--- config.mk ---
export PLATFORM = sky130hd
export DESIGN_NAME = first_fit_block_allocator_unit
export DESIGN_NICKNAME = d
export VERILOG_FILES = /design/src/rtl/ffba_pkg.sv /design/src/rtl/ffba_cell.sv /design/src/rtl/first_fit_block_allocator_unit.sv
export SDC_FILE = /design/constraint.sdc
export NUM_CORES = 2
export LEC_CHECK = 0
export BUFFER_PORTS_ARGS = -buffer_cell sky130_fd_sc_hd__buf_2
export CORE_MARGIN = 2
export CORE_UTILIZATION = 30
export DETAILED_ROUTE_END_ITERATION = 10
export PLACE_DENSITY_LB_ADDON = 0.12
export SLEW_MARGIN = 20
export SYNTH_ARGS = -nofsm -noshare
export SYNTH_HDL_FRONTEND = slang
export SYNTH_SLANG_ARGS = --single-unit
--- constraint.sdc ---
create_clock -name clk -period 190.2 [get_ports clk]
set_input_delay 19.02 -clock clk [delete_from_list [all_inputs] [get_ports clk]]
set_output_delay 19.02 -clock clk [all_outputs]
set_load 0.1 [all_outputs]
--- src/rtl/ffba_pkg.sv ---
// shared types and codes of the first-fit allocator
// no dependencies
`default_nettype none

package ffba_pkg;

    localparam int ADDR_W  = 20;
    localparam int SIZE_W  = 16;
    localparam int LIMIT_W = 21;

    localparam logic [1:0] FUNC_ALLOC  = 2'd0;
    localparam logic [1:0] FUNC_ZALLOC = 2'd1;
    localparam logic [1:0] FUNC_RESIZE = 2'd2;
    localparam logic [1:0] FUNC_FREE   = 2'd3;

    localparam logic [1:0] STAT_DONE = 2'd0;
    localparam logic [1:0] STAT_FAIL = 2'd1;
    localparam logic [1:0] STAT_NOADDR = 2'd2;

    typedef struct packed {
        logic [ADDR_W-1:0] start;
        logic [SIZE_W-1:0] size;
        logic              free;
    } entry_t;

endpackage

`default_nettype wire

--- src/rtl/ffba_cell.sv ---
// one table entry of the block chain, shifts toward its lower neighbor
// depends on ffba_pkg
`default_nettype none

module ffba_cell (
    input  wire logic            clk,
    input  wire logic            rst_n,
    input  wire logic            shift_en,
    input  wire ffba_pkg::entry_t d,
    output ffba_pkg::entry_t     q
);

    logic [ffba_pkg::ADDR_W-1:0] start_reg;
    logic [ffba_pkg::SIZE_W-1:0] size_reg;
    logic                        free_reg;

    always_ff @(posedge clk or negedge rst_n)
    begin
        if (!rst_n)
        begin
            free_reg <= 1'b0;
        end
        else if (shift_en)
        begin
            free_reg <= d.free;
        end
    end

    always_ff @(posedge clk)
    begin
        if (shift_en)
        begin
            start_reg <= d.start;
            size_reg  <= d.size;
        end
    end

    assign q = '{start: start_reg, size: size_reg, free: free_reg};

endmodule

`default_nettype wire

--- src/rtl/first_fit_block_allocator_unit.sv ---
// first-fit heap allocator: controller plus a rotating chain of table cells
// depends on ffba_pkg and ffba_cell
//
//  channel   handshake              payload
//  request   start / busy           func, size_bytes, count, addr
//  result    done (one cycle)       status, result_addr, copy_len, zero_fill, granted_size
//  config    apb psel/penable/...   heap_limit at address 0
//
// a request passes through the prep, scan, decide, update and done states in order:
// the table rotates once through the cell chain to search, once more to update
// busy stays high through the done cycle; results cannot be stalled
// reset clears the free marks, block count and heap break; heap_limit resets to 65536
`default_nettype none

module first_fit_block_allocator_unit #(
    parameter int MAX_BLOCKS   = 64,
    parameter int HEADER_BYTES = 16
) (
    input  wire logic        clk,
    input  wire logic        rst_n,
    input  wire logic        start,
    output logic             busy,
    input  wire logic [1:0]  func,
    input  wire logic [15:0] size_bytes,
    input  wire logic [15:0] count,
    input  wire logic [19:0] addr,
    output logic             done,
    output logic [1:0]       status,
    output logic [19:0]      result_addr,
    output logic [15:0]      copy_len,
    output logic             zero_fill,
    output logic [15:0]      granted_size,
    input  wire logic        psel,
    input  wire logic        penable,
    input  wire logic        pwrite,
    input  wire logic [2:0]  paddr,
    input  wire logic [31:0] pwdata,
    output logic [31:0]      prdata,
    output logic             pready
);

    localparam int IDX_W = (MAX_BLOCKS > 1) ? $clog2(MAX_BLOCKS) : 1;
    localparam int CNT_W = $clog2(MAX_BLOCKS + 1);
    localparam int SUM_W = ffba_pkg::LIMIT_W + 1;

    typedef enum logic [5:0] {
        S_IDLE   = 6'b000001,
        S_PREP   = 6'b000010,
        S_SCAN   = 6'b000100,
        S_DECIDE = 6'b001000,
        S_UPDATE = 6'b010000,
        S_DONE   = 6'b100000
    } state_t;

    state_t state_reg, state_next;

    logic [ffba_pkg::LIMIT_W-1:0] limit_reg;
    logic [CNT_W-1:0]             count_reg;
    logic [ffba_pkg::LIMIT_W-1:0] break_reg;

    logic [1:0]  func_reg;
    logic [15:0] size_reg;
    logic [15:0] cnt_reg;
    logic [19:0] addr_reg;

    logic [15:0] need_reg;
    logic        need_ok_reg;
    logic [IDX_W-1:0] j_reg;

    logic             fit_found_reg;
    logic [IDX_W-1:0] fit_idx_reg;
    logic [19:0]      fit_start_reg;
    logic             lk_found_reg;
    logic [IDX_W-1:0] lk_idx_reg;
    logic [15:0]      lk_size_reg;

    logic             mark_fit_reg;
    logic             append_reg;
    logic [IDX_W-1:0] append_idx_reg;
    logic [19:0]      append_start_reg;
    logic             rel_mark_reg;

    logic [1:0]  status_reg;
    logic [19:0] result_addr_reg;
    logic [15:0] copy_len_reg;
    logic        zero_fill_reg;
    logic [15:0] granted_reg;

    ffba_pkg::entry_t cell_q [MAX_BLOCKS];
    ffba_pkg::entry_t tail_d;
    logic             shift_en;

    // ---------------- configuration port ----------------
    always_ff @(posedge clk or negedge rst_n)
    begin
        if (!rst_n)
        begin
            limit_reg <= ffba_pkg::LIMIT_W'(65536);
        end
        else if (psel && penable && pwrite && !paddr[2])
        begin
            limit_reg <= pwdata[ffba_pkg::LIMIT_W-1:0];
        end
    end

    assign pready = 1'b1;
    assign prdata = paddr[2] ? 32'd0 : {11'd0, limit_reg};

    // ---------------- cell chain ----------------
    assign shift_en = (state_reg == S_SCAN) || (state_reg == S_UPDATE);

    genvar g;
    generate
        for (g = 0; g < MAX_BLOCKS; g++)
        begin : g_cell
            if (g == MAX_BLOCKS - 1)
            begin : g_tail
                ffba_cell u_cell (
                    .clk      (clk),
                    .rst_n    (rst_n),
                    .shift_en (shift_en),
                    .d        (tail_d),
                    .q        (cell_q[g])
                );
            end
            else
            begin : g_body
                ffba_cell u_cell (
                    .clk      (clk),
                    .rst_n    (rst_n),
                    .shift_en (shift_en),
                    .d        (cell_q[g+1]),
                    .q        (cell_q[g])
                );
            end
        end
    endgenerate

    // head entry wraps around to the tail, edited during the update pass
    always_comb
    begin
        tail_d = cell_q[0];
        if (state_reg == S_UPDATE)
        begin
            if (mark_fit_reg && j_reg == fit_idx_reg)
            begin
                tail_d.free = 1'b0;
            end
            if (rel_mark_reg && j_reg == lk_idx_reg)
            begin
                tail_d.free = 1'b1;
            end
            if (append_reg && j_reg == append_idx_reg)
            begin
                tail_d = '{start: append_start_reg, size: need_reg, free: 1'b0};
            end
        end
    end

    // ---------------- search ----------------
    logic        in_range;
    logic        fit_hit;
    logic        lk_hit;
    logic        last_j;
    logic [31:0] prod;

    assign in_range = CNT_W'(j_reg) < count_reg;
    assign fit_hit  = in_range && !fit_found_reg && cell_q[0].free
                      && (cell_q[0].size >= need_reg);
    assign lk_hit   = in_range && !lk_found_reg && (cell_q[0].start == addr_reg);
    assign last_j   = (j_reg == IDX_W'(MAX_BLOCKS - 1));
    assign prod     = cnt_reg * size_reg;

    // ---------------- decision ----------------
    logic [ffba_pkg::LIMIT_W-1:0] lim;
    logic [SUM_W-1:0]             need_sum;
    logic                         app_ok;
    logic                         grab_ok;
    logic                         want_grab;
    logic                         rel_req;
    logic                         resize_move;
    logic                         use_append;
    logic [CNT_W-1:0]             count_after;
    logic                         rel_last;
    logic [1:0]                   d_status;
    logic [19:0]                  d_addr;
    logic [15:0]                  d_copy;
    logic                         d_zero;
    logic [15:0]                  d_granted;
    logic [19:0]                  grab_addr;

    assign lim      = limit_reg[20] ? ffba_pkg::LIMIT_W'(1048576) : limit_reg;
    assign need_sum = SUM_W'(break_reg) + SUM_W'(HEADER_BYTES) + SUM_W'(need_reg);
    assign app_ok   = (count_reg < CNT_W'(MAX_BLOCKS)) && (need_sum <= SUM_W'(lim));
    assign grab_addr = fit_found_reg ? fit_start_reg
                                     : 20'(break_reg + ffba_pkg::LIMIT_W'(HEADER_BYTES));

    always_comb
    begin
        want_grab   = 1'b0;
        rel_req     = 1'b0;
        resize_move = 1'b0;
        d_status    = ffba_pkg::STAT_FAIL;
        d_addr      = 20'd0;
        d_copy      = 16'd0;
        d_zero      = 1'b0;
        d_granted   = 16'd0;
        unique case (func_reg)
            ffba_pkg::FUNC_ALLOC, ffba_pkg::FUNC_ZALLOC:
            begin
                want_grab = 1'b1;
            end
            ffba_pkg::FUNC_RESIZE:
            begin
                priority if (addr_reg == 20'd0)
                begin
                    want_grab = 1'b1;
                end
                else if (size_reg == 16'd0)
                begin
                    d_status = ffba_pkg::STAT_FAIL;
                end
                else if (!lk_found_reg)
                begin
                    d_status = ffba_pkg::STAT_NOADDR;
                end
                else if (lk_size_reg >= size_reg)
                begin
                    d_status  = ffba_pkg::STAT_DONE;
                    d_addr    = addr_reg;
                    d_granted = size_reg;
                end
                else
                begin
                    want_grab   = 1'b1;
                    resize_move = 1'b1;
                end
            end
            ffba_pkg::FUNC_FREE:
            begin
                priority if (addr_reg == 20'd0)
                begin
                    d_status = ffba_pkg::STAT_DONE;
                end
                else if (!lk_found_reg)
                begin
                    d_status = ffba_pkg::STAT_NOADDR;
                end
                else
                begin
                    d_status = ffba_pkg::STAT_DONE;
                    rel_req  = 1'b1;
                end
            end
            default:
            begin
                d_status = ffba_pkg::STAT_FAIL;
            end
        endcase

        grab_ok = want_grab && need_ok_reg && (fit_found_reg || app_ok);
        if (grab_ok)
        begin
            d_status  = ffba_pkg::STAT_DONE;
            d_addr    = grab_addr;
            d_granted = need_reg;
            d_zero    = (func_reg == ffba_pkg::FUNC_ZALLOC);
            if (resize_move)
            begin
                rel_req = 1'b1;
                d_copy  = lk_size_reg;
            end
        end

        use_append  = grab_ok && !fit_found_reg;
        count_after = count_reg + CNT_W'(use_append);
        rel_last    = rel_req && ((CNT_W'(lk_idx_reg) + CNT_W'(1)) == count_after);
    end

    // ---------------- control ----------------
    always_comb
    begin
        state_next = state_reg;
        unique case (state_reg)
            S_IDLE:   if (start) state_next = S_PREP;
            S_PREP:   state_next = S_SCAN;
            S_SCAN:   if (last_j) state_next = S_DECIDE;
            S_DECIDE: state_next = S_UPDATE;
            S_UPDATE: if (last_j) state_next = S_DONE;
            S_DONE:   state_next = S_IDLE;
            default:  state_next = S_IDLE;
        endcase
    end

    always_ff @(posedge clk or negedge rst_n)
    begin
        if (!rst_n)
        begin
            state_reg     <= S_IDLE;
            count_reg     <= '0;
            break_reg     <= '0;
            j_reg         <= '0;
            fit_found_reg <= 1'b0;
            lk_found_reg  <= 1'b0;
            mark_fit_reg  <= 1'b0;
            append_reg    <= 1'b0;
            rel_mark_reg  <= 1'b0;
        end
        else
        begin
            state_reg <= state_next;
            unique case (state_reg)
                S_IDLE:
                begin
                    j_reg         <= '0;
                    fit_found_reg <= 1'b0;
                    lk_found_reg  <= 1'b0;
                end
                S_SCAN, S_UPDATE:
                begin
                    j_reg <= last_j ? '0 : j_reg + IDX_W'(1);
                    if (state_reg == S_SCAN && fit_hit)
                    begin
                        fit_found_reg <= 1'b1;
                    end
                    if (state_reg == S_SCAN && lk_hit)
                    begin
                        lk_found_reg <= 1'b1;
                    end
                end
                S_DECIDE:
                begin
                    mark_fit_reg <= grab_ok && fit_found_reg;
                    append_reg   <= use_append;
                    rel_mark_reg <= rel_req && !rel_last;
                    if (rel_last)
                    begin
                        count_reg <= count_after - CNT_W'(1);
                        break_reg <= (addr_reg >= 20'(HEADER_BYTES))
                                     ? ffba_pkg::LIMIT_W'(addr_reg - 20'(HEADER_BYTES))
                                     : '0;
                    end
                    else if (use_append)
                    begin
                        count_reg <= count_after;
                        break_reg <= need_sum[ffba_pkg::LIMIT_W-1:0];
                    end
                end
                default:
                begin
                end
            endcase
        end
    end

    // payload registers
    always_ff @(posedge clk)
    begin
        if (state_reg == S_IDLE && start)
        begin
            func_reg <= func;
            size_reg <= size_bytes;
            cnt_reg  <= count;
            addr_reg <= addr;
        end
        if (state_reg == S_PREP)
        begin
            need_reg    <= (func_reg == ffba_pkg::FUNC_ZALLOC) ? prod[15:0] : size_reg;
            need_ok_reg <= (func_reg == ffba_pkg::FUNC_ZALLOC)
                           ? ((prod != 32'd0) && (prod[31:16] == 16'd0))
                           : (size_reg != 16'd0);
        end
        if (state_reg == S_SCAN && fit_hit)
        begin
            fit_idx_reg   <= j_reg;
            fit_start_reg <= cell_q[0].start;
        end
        if (state_reg == S_SCAN && lk_hit)
        begin
            lk_idx_reg  <= j_reg;
            lk_size_reg <= cell_q[0].size;
        end
        if (state_reg == S_DECIDE)
        begin
            append_idx_reg   <= count_reg[IDX_W-1:0];
            append_start_reg <= grab_addr;
            status_reg       <= d_status;
            result_addr_reg  <= d_addr;
            copy_len_reg     <= d_copy;
            zero_fill_reg    <= d_zero;
            granted_reg      <= d_granted;
        end
    end

    assign busy         = (state_reg != S_IDLE);
    assign done         = (state_reg == S_DONE);
    assign status       = status_reg;
    assign result_addr  = result_addr_reg;
    assign copy_len     = copy_len_reg;
    assign zero_fill    = zero_fill_reg;
    assign granted_size = granted_reg;

endmodule

`default_nettype wire

==> key figures <==
Setup path
  – Crit path cell chain: buf_2, nor2b_1, buf_2
  – Critical-path top delay cell: buf_2
  – Reg2Reg Setup Slack: 181.71 ns
  – Worst Path Buf+Inv: 2
  – Crit path launch type: input pin
  – CP max stage delay: 0.45 ns
  – CP max FO: 23
  – Crit path kind: in -> out
  – Critical Path Most Common Cell: buf_2
  – CP Data Arrival Time: 19.99 ns
  – Worst setup EP type: output pin
  – Reg2Reg Depth: 34
  – Worst r2r dst: count_reg[5]
  – Data required, critical path: 171.18 ns
  – Reg2reg start: need_reg[1]
  – Largest delay share family, worst path: buffers and inverters

STA
  – Max-slew headroom: 21.0%
  – Fmax: 25.6 MHz
  – Final setup viols: 0
  – TNS Setup: 0 ns
  – Final worst path period need: 39.01 ns
  – Period utilization: 20.5%
  – Unrepaired setup endpoints after global routing: false
  – Worst hold margin: 0.358 ns
  – Skew final: 0.0933 ns
  – Slew Viols, Final: 0
  – Worst Tran Pin Value: 1.19 ns
  – Fin. Hold Viols: 0

GRT
  – Initial antenna violation count: 23
  – GRT Overall Usage: 11.1%
  – Overflow after GRT: 0
  – Largest net degree at the start of global routing: 198
  – Vias in the first global route: 42,100
  – First-pass GRT wire length: 273 mm

Yosys
  – Synth warn: 0
  – Post-Syn Area: 94,900 um^2
  – Mapped Cells: 4,830
  – Top_reg_cell synth: edfxtp_1
  – EDFF count, synth: 2,504
  – Syn_area_per_cell: 19.6 um^2
  – Sequential area share after synthesis: 82.7%
  – Yosys cell types: 83
  – Synthesized flop and latch total: 2,634
  – Post-synthesis async set-or-reset flop share: 4.94%

Detailed routing
  – DRT iter0 DRCs: 3,735
  – DRC Markers: 0
  – Via density: 4.25
  – Wirelength, routed: 180 mm
  – Remaining antenna violation count: 0
  – Routed via count: 40,900
  – WL per Instance: 18.8 um
  – DR pass1 iterations: 5

Clock network
  – CTS tree: done
  – CTS max path bufs: 4
  – Number of H-tree levels: 5
  – Skew-Pair Late Insertion Delay: 0.90 ns
  – Worst-path clk slew: 0.05 ns
  – Setup bufs post-CTS: 0
  – Sink Count: 2,634
  – Total CTS buffers: 295
  – Clock root cell: clkbuf_16
  – Post-CTS resize count: 0
  – Hold-fix buffer count after cts: 0

Place
  – Port Buffers: 159
  – DP Wirelength: 107 mm
  – GPL Wtd Cong: 0.767

Worst hold path
  – HP Class: reg -> reg
  – Hold Startpoint: g_cell[18].g_body.u_cell.start_reg[2]
  – WHS Path Cells: 0
  – Endpoint, Worst Hold: g_cell[17].g_body.u_cell.start_reg[2]

Floorplan
  – Rows: 206
  – Overall die width: 566 um
  – I/O pin count: 185
  – Die Ht: 566 um
  – Full die area: 321,000 um^2
  – Starting density of the core: 30.1%
  – Core footprint: 315,000 um^2

Final layout
  – # fillers: 29,500
  – Core Util, Final: 35.0%
  – Max FFs per register: 1,260
  – Share of cells above drive strength 1: 13.2%
  – Area delta synth->final: 16.2%
  – Nets@finish: 5,717

Run status
  – Status: finished clean

Flow run
  – Maxcap violations: 0
## cell usage in the layout (no fill, tap or decap), types with 65 or more instances in the layout
cell type,n
edfxtp_1,2504
nand2_1,387
clkbuf_16,298
inv_1,292
ha_1,202
fa_1,195
and2_1,175
buf_2,158
dfrtp_1,128
nor2_1,77
mux2_2,69
clkinv_1,69
clkbuf_1,67
xnor2_1,65
## area by class of cell
cell class / count / area (um^2) / share of cell area (%)
diodes: 4 / 10.0 / 0.00907
clock buffers: 365 / 7710 / 6.99
clock inverters: 162 / 1590 / 1.44
inverters: 293 / 1110 / 1.00
multi-input cells: 1779 / 14900 / 13.5
flip-flops and latches: 2634 / 78400 / 71.1
well taps: 4160 / 5200 / 4.72
repair buffers: 222 / 1370 / 1.24
## kinds of logic (layout without fill, tap and decap cells)
kind of cell | count (synthesis) | after routing | share of synthesized area (%)
AO/OA/AOI/OAI | 309 | 309 | 2.26
other | 2 | 16 | 0.00791
XOR/XNOR | 122 | 122 | 1.13
adder cells (fa/ha/maj) | 397 | 397 | 6.78
buffers and inverters | 427 | 1042 | 1.78
flip-flops | 2634 | 2634 | 82.7
AND/OR/NAND/NOR | 852 | 852 | 4.38
multiplexers | 87 | 87 | 1.01
## per-stage QoR
stage	area [um^2]	cells	setup WS, ns
after floorplan	94900	4840	123.13
after global placement	101000	9086	151.22
after detailed placement	101000	9087	151.17
after CTS	110000	9614	151.17
after global routing	110000	9616	151.14
final	110000	9619	151.19
## cells in the mapped netlist (9+ instances only)
cell	n	area (um^2)
nor4_1	11	68.8
nand2_1	387	1450
o21ai_0	61	305
ha_1	202	2530
o21ai_1	27	135
a22o_1	37	324
dfrtp_1	128	3200
mux2i_1	18	180
fa_1	195	3900
buf_2	9	45.0
edfxtp_1	2504	75200
o211ai_1	9	67.6
a21oi_1	50	250
inv_1	293	1100
mux2_2	69	777
xor2_1	57	499
nand4_1	25	156
or3_1	10	62.6
nand3_1	29	145
nor2b_1	36	225
and3_1	27	169
clkbuf_1	105	394
o21a_1	12	90.1
nor3_1	26	130
xnor2_1	65	569
buf_4	12	90.1
and2_1	176	1100
nor2_1	80	300
a31oi_1	12	75.1
a21o_1	33	248
nand2b_1	20	125
## layer usage
metal / up-vias / GRT usage, % / wire length [um]
li1: 18700 / - / -
met1: 21100 / 16.4 / 88000
met2: 766 / 16.3 / 78700
met3: 328 / 2.19 / 8650
met4: 6 / 3.69 / 5040
met5: - / 0 / 37
## worst max-delay path by stage
| stage | start | endpoint | cells after the start |
|---|---|---|---|
| after global placement | paddr[2] | prdata[18] | 3 |
| after floorplan | state_reg[1] | g_cell[0].g_body.u_cell.size_reg[0] | 6 |
| final | paddr[2] | prdata[16] | 3 |
| after CTS | paddr[2] | prdata[10] | 3 |
| after global routing | paddr[2] | prdata[10] | 3 |
| after detailed placement | paddr[2] | prdata[10] | 3 |
Power is not shown: default switching activity piles up to over one toggle a cycle in this logic, so the estimate is an artifact.
